===== config.mk =====
export PLATFORM = sky130hd
export DESIGN_NAME = tea_round
export DESIGN_NICKNAME = d
export VERILOG_FILES = /design/src/tea_pkg.sv /design/src/tea_round.sv
export SDC_FILE = /design/constraint.sdc
export NUM_CORES = 1
export LEC_CHECK = 0
export BUFFER_PORTS_ARGS = -buffer_cell sky130_fd_sc_hd__buf_2
export CAP_MARGIN = 30
export CORE_ASPECT_RATIO = 1.1
export CORE_MARGIN = 3
export CORE_UTILIZATION = 25
export DETAILED_ROUTE_END_ITERATION = 8
export SKIP_LAST_GASP = 1
export SLEW_MARGIN = 0
export SYNTH_ARGS = -nofsm -noshare
export SYNTH_HDL_FRONTEND = slang
export SYNTH_SLANG_ARGS = --single-unit

===== constraint.sdc =====
create_clock -name clk -period 8.8 [get_ports clk]
set_input_delay 1.32 -clock clk [delete_from_list [all_inputs] [get_ports clk]]
set_output_delay 1.32 -clock clk [all_outputs]
set_load 0.02 [all_outputs]

===== src/tea_pkg.sv =====
// ----------------------------------------------------------------------------
// tea_pkg
// Types, constants and the round sum function shared by the TEA cipher files.
// ----------------------------------------------------------------------------
package tea_pkg;

  localparam int unsigned WORD_W     = 32;
  localparam int unsigned CFG_IDX_W  = 2;
  localparam int unsigned SHIFT_L    = 4;
  localparam int unsigned SHIFT_R    = 5;

  localparam logic [WORD_W-1:0] TEA_DELTA = 32'h9e37_79b9;

  localparam logic [CFG_IDX_W-1:0] REG_KEY_A = 2'd0;
  localparam logic [CFG_IDX_W-1:0] REG_KEY_B = 2'd1;
  localparam logic [CFG_IDX_W-1:0] REG_KEY_C = 2'd2;
  localparam logic [CFG_IDX_W-1:0] REG_KEY_D = 2'd3;

  typedef struct packed {
    logic              dec;
    logic [WORD_W-1:0] y;
    logic [WORD_W-1:0] z;
  } tea_word_t;

  typedef struct packed {
    logic [WORD_W-1:0] a;
    logic [WORD_W-1:0] b;
    logic [WORD_W-1:0] c;
    logic [WORD_W-1:0] d;
  } tea_key_t;

  // delta times n, modulo 2^32
  function automatic logic [WORD_W-1:0] round_sum(input int unsigned n);
    logic [2*WORD_W-1:0] prod;
    prod = (2*WORD_W)'(TEA_DELTA) * (2*WORD_W)'(n);
    return prod[WORD_W-1:0];
  endfunction

endpackage


===== src/tea_round.sv =====
// ----------------------------------------------------------------------------
// tea_round
// One half-round pipeline stage: updates one half of the block from the other
// and holds the word in a register with its valid bit.
// ----------------------------------------------------------------------------
module tea_round #(
  parameter logic [31:0] ENC_SUM   = 32'h0,
  parameter logic [31:0] DEC_SUM   = 32'h0,
  parameter bit          UPD_Y_ENC = 1'b1
) (
  input  logic               clk,
  input  logic               rst_n,
  input  tea_pkg::tea_key_t  key,
  input  logic               in_valid,
  output logic               in_ready,
  input  tea_pkg::tea_word_t in_word,
  output logic               out_valid,
  input  logic               out_ready,
  output tea_pkg::tea_word_t out_word
);
  import tea_pkg::*;

  logic              valid_r;
  logic              valid_nxt;
  tea_word_t         word_r;
  tea_word_t         word_nxt;
  logic              upd_y;
  logic [WORD_W-1:0] src;
  logic [WORD_W-1:0] dst;
  logic [WORD_W-1:0] sum;
  logic [WORD_W-1:0] k_lo;
  logic [WORD_W-1:0] k_hi;
  logic [WORD_W-1:0] mix;
  logic [WORD_W-1:0] res;

  always_comb begin
    upd_y = UPD_Y_ENC ^ in_word.dec;
    src   = upd_y ? in_word.z : in_word.y;
    dst   = upd_y ? in_word.y : in_word.z;
    k_lo  = upd_y ? key.a : key.c;
    k_hi  = upd_y ? key.b : key.d;
    sum   = in_word.dec ? DEC_SUM : ENC_SUM;
    mix   = ((src << SHIFT_L) + k_lo) ^ (src + sum) ^ ((src >> SHIFT_R) + k_hi);
    res   = in_word.dec ? (dst - mix) : (dst + mix);

    word_nxt     = in_word;
    word_nxt.y   = upd_y ? res : in_word.y;
    word_nxt.z   = upd_y ? in_word.z : res;
  end

  assign in_ready = !valid_r || out_ready;

  always_comb begin
    if (in_valid && in_ready) begin
      valid_nxt = 1'b1;
    end else if (out_ready) begin
      valid_nxt = 1'b0;
    end else begin
      valid_nxt = valid_r;
    end
  end

  always_ff @(posedge clk) begin
    if (!rst_n) begin
      valid_r <= 1'b0;
    end else begin
      valid_r <= valid_nxt;
    end
  end

  always_ff @(posedge clk) begin
    if (in_valid && in_ready) begin
      word_r <= word_nxt;
    end
  end

  assign out_valid = valid_r;
  assign out_word  = word_r;

endmodule

==> impl_results.md, run 1 <==
- Status: finished clean
- Most used cells in the layout excluding fill and tap cells: buf_2 (262), nand2_1 (174), xnor2_1 (124)
- # hold bufs at CTS: 0
- Placer Congestion: 0.9311
- Nets@finish: between 1500 and 2000
- Most common cell after layout, fill and taps aside: buf_2
- Area of the die: approximately 41000 sq um
- Layout cells sized above 1: approximately 29%
- Vias in the first global route: 8883
- Setup violators final: 0
- Period Utilization, post-route: 93.34%
- EDFF count, synth: 65
- Min-Delay Path Class: reg -> reg
- Max Cap Viol: 0
- VDD IR max: 0.1080 mV
- Number of fill cells: around 4000
- # port buffers: roughly 260
- CTS tree: built
- RSZ-0062 raised after global routing: no
- # IOs: 264
- FFs w/ async S/R, synth: 0%
- Dpl hpwl: 27.63 mm
- Largest family of logic cells by synthesized area: compound AO/OA/AOI/OAI gates
- Ant diodes: 0
- Total CTS buffers: 9
- DRT Pass-1 Iters: 5
- Synth Register Bits: 66
- Crit Path Max Fanout: 72
- Leak pwr: 0.005273 uW
- H-tree Lvls: 3
- Startpoint Class: input port
- Post-Synth Simple-Gate Area: 17.27%
- Mux cell area share after synthesis: 11.35%
- Via count: 9211
- Yosys Warn Count: 0
- Count of final hold-check violations: 0
- Skew-Pair Late Insertion Delay: 0.34 ns
- First DRT Iteration DRCs: about 430
- Layout Area Growth over Synthesis: 22.76%
- Syn avg cell area: 8.464 sq um
- Post-Route WL: 32.24 mm
- Post-Layout Cell Count: 1888
- Initial antenna violation count: 4
- DRC viols: 0
- Crit path DAT: 8.29 ns
- Number of distinct library cells after synthesis: 77
- Critical Path RT: slightly below 9 ns
- Gr ovfl total: 0
- Clock Pin Slew Worst Setup and Hold Paths: 0.06 ns
- Root Buffer: clkbuf_16
- Primary FF master, synth: edfxtp_1
- Tot GR Track Use: 14.81%
- Dpl ws: 0.3211 ns
- Routed Antenna Nets: 0
- Cells after Synth: 1140
- Post-Syn Nets: approximately 1400
- Pwr Density: 282.6 nW/um^2
- Clock skew: roughly 0.0075 ns
- Post-DR wirelength/cell: roughly 17 um
- Setup crit end kind: flop
- Largest net degree at the start of global routing: 94
- Die Wd: 193.3 um
- WHS: 0.5298 ns
- Core area: around 38000 sq um
- Netlist Area Pre-Place: 9649 sq um
- Post-Synth Adder-Cell Area: 11.77%
- Seq/Total Area, Yosys: 20.44%
- Fmax: approximately 120 MHz
- Compound-Gate Fraction of Synth Area: ~20%
- Vias per cell: 4.879
- Post-synthesis xor/xnor area fraction: 16.56%
- # clock sinks: 66
- Site Rows: 74
- Global-route wire length before repair: 48.36 mm
- Initial Util: 25.67%
- Crit path kind: in -> reg
- Worst Tran Pin Value: 0.8369 ns
- Slew Viols, Final: 0
- Post-CTS sizing: 0
- Final worst slack: 0.5861 ns
- Clock Tree Buf Depth: 2
- Relative slew margins: a little over two fifths
- Placed Instances: 1872
- Fin crit period: around 8 ns
- Post-CTS setup buffers: 0
- TNS Setup: 0 ns
- Die Ht: approximately 210 um
## path summary, 6_finish.rpt
check / end / slack (ns) / startpoint / depth (start not counted)
setup / recovery: out_word[63] / 0.59 / in_word[64] / 24
hold / removal: out_valid / 0.53 / out_valid / 2
setup reg to reg: out_word[64] / 7.20 / out_valid / 3
hold reg to reg: out_valid / 0.53 / out_valid / 2
## final cells by class
cell class / count / area (sq um) / share of cell area (%)
multi-input cells: 1007 / 7416 / 62.61
flip-flops and latches: 66 / 1972 / 16.65
repair buffers: 273 / 1410 / 11.90
well taps: 494 / 618.1 / 5.218
clock buffers: 9 / 225.2 / 1.901
inverters: 32 / 120.1 / 1.014
clock inverters: 7 / 83.83 / 0.7077
## metal layers
metal  routed length (um)  track usage (%)  vias to the layer above  share of wire (%)
met3                 1203            1.204                       29                3.7
met4                  379            3.318                        2                1.2
met5                   17                0                        -              0.053
met1                15260            20.25                     4264                 47
met2                15380            25.66                      248                 48
li1                     -                -                     4668                  -
## worst max-delay path: stages
cell and delay, ns:
buf_6 0.40, buf_4 0.42, mux2_2 0.38, ha_1 0.39
and3_1 0.24, a221oi_2 0.09, o41ai_1 0.62, xnor2_1 0.19
xnor2_1 0.21, or3_4 0.40, or3_4 0.40, nor4_2 0.38
a21oi_1 0.14, xor2_1 0.16, ha_1 0.34, a21oi_1 0.19
and2_0 0.17, nand2_1 0.05, o21ai_0 0.49, o21ai_0 0.27
o41ai_1 0.45, xnor2_1 0.21, nor4_1 0.21, o31ai_1 0.11
## state kept, by name (all words and copies together), names as in the netlist
name / count
out_valid: 1
out_word: 65
## synthesized netlist by cell type, types with 7 or more instances
cell type  count  share of area, %
nand2_1      174               6.8
nand4_1       11              0.71
clkbuf_1      18              0.70
a31oi_1       21               1.4
a21oi_1       92               4.8
nand2b_1      18               1.2
mux2i_1        7              0.73
nor2_1        61               2.4
mux2_2        91                11
and2_1         7              0.45
o21ai_0       51               2.6
inv_1         32               1.2
nor2b_1       12              0.78
buf_1         10              0.39
o21bai_1       9              0.70
ha_1          86                11
xnor2_1      124                11
and3_1         9              0.58
xor2_1        43               3.9
nand3_1       10              0.52
o211ai_1       7              0.54
o21a_1        14               1.1
edfxtp_1      65                20
a21o_1        36               2.8
nor3_1        13              0.67
## per-stage QoR
| step | power, uW | area [sq um] | utilization, % |
|---|---|---|---|
| detailed placement | 2958 | 11540 | 30.69 |
| global route | 3629 | 11850 | 31.51 |
| floorplan | 2378 | 9649 | - |
| CTS | 3348 | 11850 | 31.51 |
| finish | 3348 | 11850 | 31.51 |
| global placement | 2927 | 11540 | 30.69 |
## report_power, final
group | switching (uW) | total [uW] | internal (uW) | leakage (uW)
Clock | 133 | 378 | 244 | 0.000148
Sequential | 28.7 | 547 | 518 | 0.000641
Combinational | 1430 | 2420 | 995 | 0.00448
Total | 1590 | 3350 | 1760 | 0.00527
## cells by family after synthesis
group | count (synthesis)
AO/OA/AOI/OAI | 296
XOR/XNOR | 173
adder cells (fa/ha/maj) | 89
buffers and inverters | 67
flip-flops | 66
multiplexers | 98
AND/OR/NAND/NOR | 351
No activity file was read; power rests on OpenSTA's default activity.
==> run 2, diff against run 1 <==
Settings changed: REMOVE_ABC_BUFFERS set to 1.
==> run 2 against run 1 <==
Design area grew 0.35%. Maximum frequency grew 1.2%. Non-clock buffer count grew 5. Count of clock-buffer cells in the layout grew 2. Utilization grew 0.11 points. Sequential share of layout area shrank 0.058 points. Sequential power is essentially flat. Die area is the same. Clock skew is essentially flat. Largest power group unchanged. Highest routed layer is now met4.
==> impl_results.md, run 2 (synthesis results as in run 1) <==
- Nets@finish: 1680 (was 1675)
- RSZ-0062 raised after global routing: no (unchanged)
- Placer Congestion: 0.9391 (was 0.9311)
- Tot GR Track Use: 14.96% (was 14.81%)
- Min-Delay Path Class: reg -> reg (unchanged)
- Clock skew: 0.007563 ns (was 0.007518 ns)
- Status: finished clean (unchanged)
- # IOs: 264 (unchanged)
- Largest net degree at the start of global routing: 70 (was 94)
- Dpl hpwl: 27.63 mm (about the same)
- Initial Util: 25.67% (unchanged)
- # port buffers: 263 (unchanged)
- Most used cells in the layout excluding fill and tap cells: buf_2 (262), nand2_1 (174), xnor2_1 (124) (unchanged)
- H-tree Lvls: 3 (unchanged)
- Pwr Density: 282.5 nW/um^2 (was 282.6 nW/um^2)
- Hold path startpoint: out_valid (unchanged)
- Worst setup path start: in_word[64] (unchanged)
- Die Ht: 212.1 um (unchanged)
- Relative slew margins: 33.94% (was 43.42%)
- Crit path DAT: 8.20 ns (was 8.29 ns)
- Vias per cell: 4.896 (was 4.879)
- Site Rows: 74 (unchanged)
- DRT Pass-1 Iters: 5 (unchanged)
- Die Wd: 193.3 um (unchanged)
- Post-CTS sizing: 0 (unchanged)
- Max Cap Viol: 0 (unchanged)
- Initial antenna violation count: 2 (was 4)
- Vias in the first global route: 9083 (was 8883)
- DRC viols: 0 (unchanged)
- Crit Path Max Fanout: 69 (was 72)
- Layout Area Growth over Synthesis: 23.18% (was 22.76%)
- Core area: 37590 sq um (unchanged)
- Setup crit end kind: flop (unchanged)
- Via count: 9277 (was 9211)
- Worst r2r src: out_valid (unchanged)
- Layout cells sized above 1: 29.09% (was 28.62%)
- Gr ovfl total: 0 (unchanged)
- Leak pwr: 0.005302 uW (was 0.005273 uW)
- Root Buffer: clkbuf_16 (unchanged)
- Period Utilization, post-route: 92.20% (was 93.34%)
- Worst Tran Pin Value: 0.9888 ns (was 0.8369 ns)
- Setup violators final: 0 (unchanged)
- Slew Viols, Final: 0 (unchanged)
- Clock Pin Slew Worst Setup and Hold Paths: 0.06 ns (about the same)
- Startpoint Class: input port (unchanged)
- Post-Route WL: 32.57 mm (was 32.24 mm)
- Critical Path RT: 8.89 ns (was 8.88 ns)
- VDD IR max: 0.09679 mV (was 0.1080 mV)
- Skew-Pair Late Insertion Delay: 0.35 ns (was 0.34 ns)
- # hold bufs at CTS: 0 (unchanged)
- Post-CTS setup buffers: 0 (unchanged)
- Routed Antenna Nets: 0 (unchanged)
- Clock Tree Buf Depth: 2 (unchanged)
- Global-route wire length before repair: 48.80 mm (was 48.36 mm)
- Crit path kind: in -> reg (unchanged)
- Fmax: 123.3 MHz (was 121.7 MHz)
- CTS tree: built (unchanged)
- Number of fill cells: 4046 (was 4007)
- Most common cell after layout, fill and taps aside: buf_2 (unchanged)
- First DRT Iteration DRCs: 544 (was 433)
- TNS Setup: 0 ns (unchanged)
- Total CTS buffers: 9 (unchanged)
- Post-DR wirelength/cell: 17.19 um (was 17.08 um)
- Fin crit period: 8.113 ns (was 8.214 ns)
- # clock sinks: 66 (unchanged)
- Max reg flops: 65 (unchanged)
- WHS: 0.5416 ns (was 0.5298 ns)
- Area of the die: 40990 sq um (unchanged)
- Count of final hold-check violations: 0 (unchanged)
## run 2: cell count changes in the layout (fill, tap and decap cells not counted), sizes merged
cell | previous run | this run
buf | 273 | 278
clkbuf | 9 | 11
clkinv | 5 | 2
diode | 0 | 2
inv | 31 | 32
## run 2: per-stage QoR
step	worst slack, ns	instance area (sq um)	power [uW]	util [%]	std cells
CTS	0.7630	11880	3359	31.61	1893
global route	0.04588	11890	3639	31.62	1895
finish	0.6868	11890	3358	31.62	1895
global placement	0.5959	11560	2918	30.75	1877
floorplan	1.316	9507	2362	-	1105
detailed placement	0.4484	11560	2950	30.75	1877
## run 2: path summary, 6_finish.rpt
path | endpoint | slack [ns] | cells after the start
hold / removal | out_valid | 0.54 | 2
hold reg to reg | out_valid | 0.54 | 2
setup / recovery | out_word[63] | 0.69 | 25
setup reg to reg | out_word[36] | 7.16 | 3
## run 2: layout make-up
type / count / area (sq um) / share of cell area (%)
sequential: 66 / 1972 / 16.59
clock inverter: 5 / 77.57 / 0.6526
tap: 494 / 618.1 / 5.200
timing repair buffer: 278 / 1435 / 12.07
multi-input combinational: 1007 / 7416 / 62.39
inverter: 32 / 120.1 / 1.011
clock buffer: 11 / 242.7 / 2.042
antenna: 2 / 5.005 / 0.04211
## run 2: worst max-delay path, stage by stage
cell and delay (ns):
buf_6 0.44, buf_4 0.32, nand2_1 0.09, nand2_1 0.17
ha_1 0.33, a2111oi_0 0.51, o21ai_1 0.26, a21boi_2 0.23
a32oi_1 0.13, xnor3_1 0.45, or3_4 0.42, or3_4 0.40
nor4_2 0.38, a21oi_1 0.13, xor2_1 0.18, ha_1 0.35
a21oi_1 0.17, and2_0 0.17, nand2_1 0.05, o21ai_0 0.48
o21ai_0 0.24, o41ai_1 0.46, xnor2_1 0.19, nor4_1 0.20
o31ai_1 0.10
## run 2: routing by layer
| metal | part of all wire (%) | wire length [um] | GRT usage [%] |
|---|---|---|---|
| met4 | 2.2 | 724 | 4.365 |
| met2 | 51 | 16520 | 27.48 |
| met5 | 0 | 0 | 0 |
| met3 | 3.2 | 1046 | 1.521 |
| met1 | 44 | 14280 | 18.61 |
## run 2: power breakdown
group	switching [uW]	internal, uW	total, uW
clock	139	255	393
combinational	1420	1000	2420
sequential	28.9	519	547
